--- config.mk ---
export PLATFORM = sky130hd
export DESIGN_NAME = rgb_to_hsv_8bit_core_flat
export DESIGN_NICKNAME = d
export VERILOG_FILES = /design/src/hdl/rgbhsv_pkg.sv /design/src/hdl/rgbhsv_if.sv /design/src/hdl/rgbhsv_front.sv /design/src/hdl/rgbhsv_div_stage.sv /design/src/hdl/rgbhsv_back.sv /design/src/hdl/rgb_to_hsv_8bit_core.sv /design/src/flat_wrapper.sv
export SDC_FILE = /design/constraint.sdc
export NUM_CORES = 1
export LEC_CHECK = 0
export BUFFER_PORTS_ARGS = -buffer_cell sky130_fd_sc_hd__buf_4
export CORE_MARGIN = 2
export CORE_UTILIZATION = 60
export CTS_CLUSTER_DIAMETER = 120
export CTS_CLUSTER_SIZE = 16
export DETAILED_ROUTE_END_ITERATION = 10
export GPL_TIMING_DRIVEN = 0
export PLACE_DENSITY = 0.83
export SLEW_MARGIN = 5
export SYNTH_ARGS = -nofsm -noshare
export SYNTH_HDL_FRONTEND = slang
export SYNTH_SLANG_ARGS = --single-unit
--- constraint.sdc ---
create_clock -name i_clk -period 26.5 [get_ports i_clk]
set_input_delay 2.65 -clock i_clk [delete_from_list [all_inputs] [get_ports i_clk]]
set_output_delay 2.65 -clock i_clk [all_outputs]
set_load 0.02 [all_outputs]
--- src/hdl/rgbhsv_pkg.sv ---
`default_nettype none
package rgbhsv_pkg;

    localparam int unsigned PIX_W = 8;
    // Width of a long-division dividend: 255 * span needs sixteen bits.
    localparam int unsigned NUM_W = 2 * PIX_W;
    // One quotient bit is resolved per divider stage.
    localparam int unsigned DIV_STAGES = PIX_W;

    localparam logic [PIX_W-1:0] FULL_SCALE    = 8'd255;
    localparam logic [PIX_W-1:0] HUE_SCALE     = 8'd43;
    localparam logic [PIX_W-1:0] HUE_OFS_RED   = 8'd0;
    localparam logic [PIX_W-1:0] HUE_OFS_GREEN = 8'd85;
    localparam logic [PIX_W-1:0] HUE_OFS_BLUE  = 8'd171;

    typedef logic [PIX_W-1:0] t_pix;

    // State of one restoring divider lane. The partial remainder sits in rem,
    // acc holds the dividend bits still to be shifted in at its top and
    // collects quotient bits at its bottom.
    typedef struct packed {
        t_pix rem;
        t_pix acc;
        t_pix den;
    } t_div_lane;

    // Data that travels beside the dividers to the final stage.
    typedef struct packed {
        logic neg;
        t_pix offset;
        t_pix value;
        logic grey;
    } t_side;

endpackage
`default_nettype wire

--- src/hdl/rgbhsv_if.sv ---
`default_nettype none
interface rgbhsv_pix_if;
    logic               valid;
    logic               ready;
    rgbhsv_pkg::t_pix   red;
    rgbhsv_pkg::t_pix   green;
    rgbhsv_pkg::t_pix   blue;

    modport source (output valid, output red, output green, output blue, input ready);
    modport sink   (input valid, input red, input green, input blue, output ready);
endinterface

interface rgbhsv_hsv_if;
    logic               valid;
    logic               ready;
    rgbhsv_pkg::t_pix   hue;
    rgbhsv_pkg::t_pix   saturation;
    rgbhsv_pkg::t_pix   brightness;

    modport source (output valid, output hue, output saturation, output brightness,
                    input ready);
    modport sink   (input valid, input hue, input saturation, input brightness,
                    output ready);
endinterface
`default_nettype wire

--- src/hdl/rgbhsv_front.sv ---
`default_nettype none
module rgbhsv_front (
    input  wire logic                   i_clk,
    input  wire logic                   i_rst_n,
    input  wire logic                   i_ce,
    input  wire logic                   i_valid,
    input  wire rgbhsv_pkg::t_pix       i_red,
    input  wire rgbhsv_pkg::t_pix       i_green,
    input  wire rgbhsv_pkg::t_pix       i_blue,
    output logic                        o_valid,
    output rgbhsv_pkg::t_div_lane       o_sat,
    output rgbhsv_pkg::t_div_lane       o_hue,
    output rgbhsv_pkg::t_side           o_side
);

    // First stage registers.
    logic               r_valid1;
    rgbhsv_pkg::t_pix   r_hi;
    rgbhsv_pkg::t_pix   r_lo;
    rgbhsv_pkg::t_pix   r_absd;
    logic               r_neg;
    rgbhsv_pkg::t_pix   r_offset;

    rgbhsv_pkg::t_pix   n_hi;
    rgbhsv_pkg::t_pix   n_lo;
    rgbhsv_pkg::t_pix   n_absd;
    logic               n_neg;
    rgbhsv_pkg::t_pix   n_offset;

    // Second stage registers.
    logic                   r_valid2;
    rgbhsv_pkg::t_div_lane  r_sat;
    rgbhsv_pkg::t_div_lane  r_hue;
    rgbhsv_pkg::t_side      r_side;

    rgbhsv_pkg::t_pix                   span;
    logic [rgbhsv_pkg::NUM_W-1:0]       sat_num;
    logic [rgbhsv_pkg::NUM_W-1:0]       hue_num;
    rgbhsv_pkg::t_div_lane              n_sat;
    rgbhsv_pkg::t_div_lane              n_hue;
    rgbhsv_pkg::t_side                  n_side;

    // Largest and smallest channel, and the magnitude and sign of the
    // difference of the other two. Ties go to red, then to green.
    always_comb begin
        rgbhsv_pkg::t_pix a;
        rgbhsv_pkg::t_pix b;
        n_hi = (i_red > i_green) ? i_red : i_green;
        if (i_blue > n_hi) begin
            n_hi = i_blue;
        end
        n_lo = (i_red < i_green) ? i_red : i_green;
        if (i_blue < n_lo) begin
            n_lo = i_blue;
        end
        if (n_hi == i_red) begin
            a        = i_green;
            b        = i_blue;
            n_offset = rgbhsv_pkg::HUE_OFS_RED;
        end else if (n_hi == i_green) begin
            a        = i_blue;
            b        = i_red;
            n_offset = rgbhsv_pkg::HUE_OFS_GREEN;
        end else begin
            a        = i_red;
            b        = i_green;
            n_offset = rgbhsv_pkg::HUE_OFS_BLUE;
        end
        n_neg  = (a < b);
        n_absd = n_neg ? (b - a) : (a - b);
    end

    always_ff @(posedge i_clk) begin
        if (!i_rst_n) begin
            r_valid1 <= 1'b0;
        end else if (i_ce) begin
            r_valid1 <= i_valid;
        end
    end

    always_ff @(posedge i_clk) begin
        if (i_ce) begin
            r_hi     <= n_hi;
            r_lo     <= n_lo;
            r_absd   <= n_absd;
            r_neg    <= n_neg;
            r_offset <= n_offset;
        end
    end

    // Dividends for both divisions and the initial divider state. The
    // saturation dividend 255 * span is formed as span * 256 - span.
    always_comb begin
        span    = r_hi - r_lo;
        sat_num = {span, rgbhsv_pkg::PIX_W'(0)} - {rgbhsv_pkg::PIX_W'(0), span};
        hue_num = rgbhsv_pkg::NUM_W'(r_absd) * rgbhsv_pkg::NUM_W'(rgbhsv_pkg::HUE_SCALE);

        n_sat.rem = sat_num[rgbhsv_pkg::NUM_W-1:rgbhsv_pkg::PIX_W];
        n_sat.acc = sat_num[rgbhsv_pkg::PIX_W-1:0];
        n_sat.den = r_hi;

        n_hue.rem = hue_num[rgbhsv_pkg::NUM_W-1:rgbhsv_pkg::PIX_W];
        n_hue.acc = hue_num[rgbhsv_pkg::PIX_W-1:0];
        n_hue.den = span;

        n_side.neg    = r_neg;
        n_side.offset = r_offset;
        n_side.value  = r_hi;
        n_side.grey   = (span == '0);
    end

    always_ff @(posedge i_clk) begin
        if (!i_rst_n) begin
            r_valid2 <= 1'b0;
        end else if (i_ce) begin
            r_valid2 <= r_valid1;
        end
    end

    always_ff @(posedge i_clk) begin
        if (i_ce) begin
            r_sat  <= n_sat;
            r_hue  <= n_hue;
            r_side <= n_side;
        end
    end

    assign o_valid = r_valid2;
    assign o_sat   = r_sat;
    assign o_hue   = r_hue;
    assign o_side  = r_side;

endmodule
`default_nettype wire

--- src/hdl/rgbhsv_div_stage.sv ---
`default_nettype none
module rgbhsv_div_stage (
    input  wire logic                   i_clk,
    input  wire logic                   i_rst_n,
    input  wire logic                   i_ce,
    input  wire logic                   i_valid,
    input  wire rgbhsv_pkg::t_div_lane  i_sat,
    input  wire rgbhsv_pkg::t_div_lane  i_hue,
    input  wire rgbhsv_pkg::t_side      i_side,
    output logic                        o_valid,
    output rgbhsv_pkg::t_div_lane       o_sat,
    output rgbhsv_pkg::t_div_lane       o_hue,
    output rgbhsv_pkg::t_side           o_side
);

    logic                   r_valid;
    rgbhsv_pkg::t_div_lane  r_sat;
    rgbhsv_pkg::t_div_lane  r_hue;
    rgbhsv_pkg::t_side      r_side;

    rgbhsv_pkg::t_div_lane  n_sat;
    rgbhsv_pkg::t_div_lane  n_hue;

    // One restoring step: shift the next dividend bit into the remainder,
    // subtract the divisor when it fits and shift the quotient bit in.
    function automatic rgbhsv_pkg::t_div_lane div_step(input rgbhsv_pkg::t_div_lane s);
        logic [rgbhsv_pkg::PIX_W:0]     t;
        logic [rgbhsv_pkg::PIX_W:0]     d;
        logic                           fits;
        rgbhsv_pkg::t_div_lane          r;
        t      = {s.rem, s.acc[rgbhsv_pkg::PIX_W-1]};
        d      = t - {1'b0, s.den};
        fits   = (t >= {1'b0, s.den});
        r.rem  = fits ? d[rgbhsv_pkg::PIX_W-1:0] : t[rgbhsv_pkg::PIX_W-1:0];
        r.acc  = {s.acc[rgbhsv_pkg::PIX_W-2:0], fits};
        r.den  = s.den;
        return r;
    endfunction

    always_comb begin
        n_sat = div_step(i_sat);
        n_hue = div_step(i_hue);
    end

    always_ff @(posedge i_clk) begin
        if (!i_rst_n) begin
            r_valid <= 1'b0;
        end else if (i_ce) begin
            r_valid <= i_valid;
        end
    end

    always_ff @(posedge i_clk) begin
        if (i_ce) begin
            r_sat  <= n_sat;
            r_hue  <= n_hue;
            r_side <= i_side;
        end
    end

    assign o_valid = r_valid;
    assign o_sat   = r_sat;
    assign o_hue   = r_hue;
    assign o_side  = r_side;

endmodule
`default_nettype wire

--- src/hdl/rgbhsv_back.sv ---
`default_nettype none
module rgbhsv_back (
    input  wire logic                   i_clk,
    input  wire logic                   i_rst_n,
    input  wire logic                   i_ce,
    input  wire logic                   i_valid,
    input  wire rgbhsv_pkg::t_div_lane  i_sat,
    input  wire rgbhsv_pkg::t_div_lane  i_hue,
    input  wire rgbhsv_pkg::t_side      i_side,
    output logic                        o_valid,
    output rgbhsv_pkg::t_pix            o_hue,
    output rgbhsv_pkg::t_pix            o_saturation,
    output rgbhsv_pkg::t_pix            o_brightness
);

    logic               r_valid;
    rgbhsv_pkg::t_pix   r_hue;
    rgbhsv_pkg::t_pix   r_sat;
    rgbhsv_pkg::t_pix   r_val;

    rgbhsv_pkg::t_pix   n_hue;
    rgbhsv_pkg::t_pix   n_sat;
    rgbhsv_pkg::t_pix   hue_q;

    // Apply the sign to the hue quotient and add the sector offset; the
    // sum wraps naturally in eight bits. Grey and black pixels force zero.
    always_comb begin
        hue_q = i_side.neg ? (rgbhsv_pkg::PIX_W'(0) - i_hue.acc) : i_hue.acc;
        n_hue = i_side.grey ? '0 : (i_side.offset + hue_q);
        n_sat = (i_side.value == '0) ? '0 : i_sat.acc;
    end

    always_ff @(posedge i_clk) begin
        if (!i_rst_n) begin
            r_valid <= 1'b0;
        end else if (i_ce) begin
            r_valid <= i_valid;
        end
    end

    always_ff @(posedge i_clk) begin
        if (i_ce) begin
            r_hue <= n_hue;
            r_sat <= n_sat;
            r_val <= i_side.value;
        end
    end

    assign o_valid      = r_valid;
    assign o_hue        = r_hue;
    assign o_saturation = r_sat;
    assign o_brightness = r_val;

endmodule
`default_nettype wire

--- src/hdl/rgb_to_hsv_8bit_core.sv ---
`default_nettype none
// Converts a stream of 8-bit RGB pixels to 8-bit hue, saturation and value,
// one pixel per clock unless stalled. The pipeline is eleven stages deep: two
// front stages find the largest and smallest channel and form the dividends,
// eight stages run two restoring dividers side by side (saturation and hue),
// one quotient bit per stage, and a final stage adds the hue offset and writes
// the output register. The whole pipeline advances whenever the output
// register is empty or being taken; input ready is this same advance
// condition, and a stall holds every stage in place.
module rgb_to_hsv_8bit_core (
    input  wire logic       i_clk,
    input  wire logic       i_rst_n,
    rgbhsv_pix_if.sink      i_pix,
    rgbhsv_hsv_if.source    o_hsv
);

    localparam int unsigned NSTG = rgbhsv_pkg::DIV_STAGES;

    logic                   ce;
    logic                   out_valid;

    logic                   stg_valid [NSTG+1];
    rgbhsv_pkg::t_div_lane  stg_sat   [NSTG+1];
    rgbhsv_pkg::t_div_lane  stg_hue   [NSTG+1];
    rgbhsv_pkg::t_side      stg_side  [NSTG+1];

    // Advance everything unless a finished item is waiting and not taken.
    assign ce          = !out_valid || o_hsv.ready;
    assign i_pix.ready = ce;
    assign o_hsv.valid = out_valid;

    rgbhsv_front u_front (
        .i_clk   (i_clk),
        .i_rst_n (i_rst_n),
        .i_ce    (ce),
        .i_valid (i_pix.valid),
        .i_red   (i_pix.red),
        .i_green (i_pix.green),
        .i_blue  (i_pix.blue),
        .o_valid (stg_valid[0]),
        .o_sat   (stg_sat[0]),
        .o_hue   (stg_hue[0]),
        .o_side  (stg_side[0])
    );

    // Divider stages, one quotient bit each.
    for (genvar k = 0; k < NSTG; k++) begin : g_div
        rgbhsv_div_stage u_stage (
            .i_clk   (i_clk),
            .i_rst_n (i_rst_n),
            .i_ce    (ce),
            .i_valid (stg_valid[k]),
            .i_sat   (stg_sat[k]),
            .i_hue   (stg_hue[k]),
            .i_side  (stg_side[k]),
            .o_valid (stg_valid[k+1]),
            .o_sat   (stg_sat[k+1]),
            .o_hue   (stg_hue[k+1]),
            .o_side  (stg_side[k+1])
        );
    end

    rgbhsv_back u_back (
        .i_clk        (i_clk),
        .i_rst_n      (i_rst_n),
        .i_ce         (ce),
        .i_valid      (stg_valid[NSTG]),
        .i_sat        (stg_sat[NSTG]),
        .i_hue        (stg_hue[NSTG]),
        .i_side       (stg_side[NSTG]),
        .o_valid      (out_valid),
        .o_hue        (o_hsv.hue),
        .o_saturation (o_hsv.saturation),
        .o_brightness (o_hsv.brightness)
    );

endmodule
`default_nettype wire
--- src/flat_wrapper.sv ---
// flat-port wrapper written by rule: the top's interface ports become plain ports
module rgb_to_hsv_8bit_core_flat 
  (i_clk, i_rst_n, i_pix_valid, i_pix_red, i_pix_green, i_pix_blue, i_pix_ready, o_hsv_valid, o_hsv_hue, o_hsv_saturation, o_hsv_brightness, o_hsv_ready);
  rgbhsv_pix_if i_pix_i ();
  rgbhsv_hsv_if o_hsv_i ();
  input  wire logic i_clk;
  input  wire logic i_rst_n;
  input wire logic [$bits(i_pix_i.valid)-1:0] i_pix_valid;
  input wire logic [$bits(i_pix_i.red)-1:0] i_pix_red;
  input wire logic [$bits(i_pix_i.green)-1:0] i_pix_green;
  input wire logic [$bits(i_pix_i.blue)-1:0] i_pix_blue;
  output wire logic [$bits(i_pix_i.ready)-1:0] i_pix_ready;
  output wire logic [$bits(o_hsv_i.valid)-1:0] o_hsv_valid;
  output wire logic [$bits(o_hsv_i.hue)-1:0] o_hsv_hue;
  output wire logic [$bits(o_hsv_i.saturation)-1:0] o_hsv_saturation;
  output wire logic [$bits(o_hsv_i.brightness)-1:0] o_hsv_brightness;
  input wire logic [$bits(o_hsv_i.ready)-1:0] o_hsv_ready;
  assign i_pix_i.valid = i_pix_valid;
  assign i_pix_i.red = i_pix_red;
  assign i_pix_i.green = i_pix_green;
  assign i_pix_i.blue = i_pix_blue;
  assign i_pix_ready = i_pix_i.ready;
  assign o_hsv_valid = o_hsv_i.valid;
  assign o_hsv_hue = o_hsv_i.hue;
  assign o_hsv_saturation = o_hsv_i.saturation;
  assign o_hsv_brightness = o_hsv_i.brightness;
  assign o_hsv_i.ready = o_hsv_ready;
  rgb_to_hsv_8bit_core u_core (.i_clk(i_clk), .i_rst_n(i_rst_n), .i_pix(i_pix_i), .o_hsv(o_hsv_i));
endmodule
==> impl_metrics.yaml <==
outcome:
  outcome: "finished clean"
worst_setup_path:
  slowest_delay_ns: 0.45
  path_class: "input port to flip-flop"
  cp-end-kind: "flip-flop"
  cp.required_ns: 26.77
  cp.arrival_ns: 10.99
  crit_path_max_fanout: 10
  crit_slowest_cell: "nand4_1"
  critPathLaunchType: "input port"
  ff2ff_path_depth: 17
  path_common_cell: "nor2_1"
cells_and_area:
  diodes: 0
  mostFrequentLayoutCell: "edfxtp_1"
  drive_above_1_share: 0.0567
  layout_common_cells: "495 x edfxtp_1, 315 x inv_1, 215 x ha_1"
  area_growth_pct: 9.16
  layout.nets: 2422
drt:
  drc: 0
  dr.pass1.iters: 6
  ant_nets: 0
  detail_route.wl_per_cell_um: 16.7
  vias_per_cell: 5.66
  vias: 15300
  wirelength_um: 45300
  drtIter0Drc: 1055
run:
  cap_violations: 0
sta:
  relSlewSlack: 0.317
  post-route-min-period_ns: 10.71
  clock.fmax_mhz: 93.4
  rsz0062_at_grt: "false"
  tightest_slew_ns: 1.02
  setup_tns_ns: 0
  finClkSkew_ns: 0.0149
  timing.final.max_slew_violations: 0
  timing.final.crit_share: 0.404
  setup_viol: 0
  final_hold_viol_count: 0
die:
  die_area_um2: 44000
  dieHeight_um: 210
  ios: 54
  coreArea_um2: 41900
  start_util: 0.608
  fp-row-count: 75
  fp.dieW_um: 210
power_and_ir_drop:
  p_clk_frac: 0.136
  seqPwrFrac: 0.404
  p_int_mw: 2.40
  swShare: 0.368
  power.switching_mw: 1.40
  p_comb_frac: 0.459
  p_leak_nw: 12.0
  ir_worst_vdd_v: 0.0000937
  p_per_area_nw_per_um2: 137
  finalPower_mw: 3.80
synth:
  synth-async-reset-ratio: 0
  synthFlopType: "edfxtp_1"
  synth_edf_count: 495
  yosysWarnings: 0
  avgSynthCellArea_um2: 12.4
  syn_nets: 2324
  synthDominantCellAreaShare: 0.585
  synth.ff_latch_count: 506
  yosys.area.top_type: "edfxtp_1"
  ys_top_cells_by_area: "edfxtp_1 58%, ha_1 11%, inv_1 4.7%"
  syn-instance-count: 2054
  ys_seq_area_frac: 0.593
  synth_area_um2: 25400
  synth_cell_type_count: 57
global_route:
  antenna_found_initial: 0
  grt_use_total: 0.211
  grt_pass1_vias: 16200
  grt_max_degree: 75
  grt_overflow_total: 0
  grt_pass1_wl_um: 75300
cts:
  clock-root-buffer: "clkbuf_16"
  htreeDepth: 2
  path_clk_slew_ns: 0.07
  clk_path_buf_depth: 3
  cts_resized: 0
  cts_setup_buffers: 0
  numCtsBuffers: 37
  hold_buffers: 0
  cts_tree: "built"
  clock_latency_ns: 0.54
  clock-sinks: 506
placed_design:
  gp_congestion: 0.957
  hpwl_um: 33100
  port_buffers: 50
worst_hold_path:
  min_path_type: "flip-flop to flip-flop"
  worstHoldPathCells: 0
-- state kept, by name, indices dropped and copies added, names as in the netlist, 3 cells and up --
register,count
u_core.g_div.u_stage.o_sat,127
u_core.u_back.o_saturation,8
u_core.u_front.r_lo,8
u_core.u_front.r_offset,3
u_core.u_front.o_side,5
u_core.u_back.o_brightness,8
u_core.u_front.r_hi,8
u_core.g_div.u_stage.o_hue,170
u_core.g_div.u_stage.o_valid,8
u_core.u_front.o_sat,24
u_core.u_front.r_absd,8
u_core.u_front.o_hue,21
u_core.u_back.o_hue,8
u_core.g_div.u_stage.o_side,96
-- through the flow --
step	area [µm²]	hold slack, ns	worst slack (ns)	utilization	std cells
floorplan	25400	0.400	7.37	-	2054
global placement	26500	0.401	1.71	0.633	2643
detailed placement	26700	0.405	15.35	0.638	2652
CTS	27800	0.414	15.87	0.663	2708
global route	27800	0.423	15.03	0.663	2708
finish	27800	0.414	15.79	0.663	2708
-- logic make-up (layout without fill, tap and decap cells) --
kind of cell | Yosys count | in the layout | synth area share
AND/OR/NAND/NOR | 391 | 391 | 0.0741
AO/OA/AOI/OAI | 438 | 438 | 0.107
XOR/XNOR | 87 | 87 | 0.0300
buffers and inverters | 350 | 465 | 0.0529
adder cells (fa/ha/maj) | 242 | 242 | 0.127
multiplexers | 40 | 40 | 0.0161
flip-flops | 506 | 506 | 0.593
-- cells in the mapped netlist, types with 3 or more instances --
cell	number
and3_1	20
a21oi_1	98
mux2_2	8
o21a_1	4
mux2i_1	32
nand4_1	33
o211ai_1	3
dfxtp_1	11
and2_1	12
nor2_1	71
o21ai_0	156
xnor2_1	49
o31ai_1	30
buf_6	4
o21ai_1	12
or3_1	5
o22ai_1	5
or4_1	13
nand2_1	163
a211oi_1	8
clkbuf_1	30
o211a_1	13
fa_1	27
a221oi_1	6
o221ai_1	7
edfxtp_1	495
a21boi_0	16
xor2_1	38
ha_1	215
inv_1	315
nor3_1	5
nor2b_1	44
nand2b_1	16
o21bai_1	22
a21boi_1	5
a21o_1	36
-- critical path: cells and delay by family --
kind            cells  cell delay (ns)
simple gates        9             1.82
buf+inv             6             1.73
fa+ha+maj           3             1.01
compound gates     16             3.76
-- layout make-up --
type	instances	area [µm²]
well taps	539	674
fillers	2904	14100
multi-input cells	1198	9000
clock inverters	2	17.5
inverters	315	1180
plain buffers	35	166
clock buffers	54	1030
repair buffers	59	601
flip-flops and latches	506	15100
-- worst paths after layout --
kind / start / end / slack [ns]
min reg2reg: u_core.g_div[5].u_stage.o_side[0]$_DFFE_PP_ / u_core.g_div[6].u_stage.o_side[0]$_DFFE_PP_ / 0.41
min: u_core.g_div[5].u_stage.o_side[0]$_DFFE_PP_ / u_core.g_div[6].u_stage.o_side[0]$_DFFE_PP_ / 0.41
max: i_pix_green[7] / u_core.u_front.r_absd[7]$_DFFE_PP_ / 15.79
max reg2reg: u_core.u_front.r_absd[1]$_DFFE_PP_ / u_core.u_front.o_hue[21]$_DFFE_PP_ / 22.60
-- power by group through the flow --
| stage | sequential (mW) | clock [mW] | combinational, mW |
|---|---|---|---|
| finish | 1.54 | 0.519 | 1.75 |
| global route | 1.58 | 0.560 | 1.98 |
| CTS | 1.54 | 0.529 | 1.74 |
| detailed placement | 1.55 | 0 | 1.71 |
| global placement | 1.53 | 0 | 1.60 |
| floorplan | 1.51 | 0 | 1.30 |
-- per-layer routing --
metal,GRT usage,wire (µm)
met4,0.0893,1730
met5,0,0
met3,0.0244,1560
met2,0.421,25000
met1,0.222,17000
Note: power is estimated with default switching activity, not from simulation.
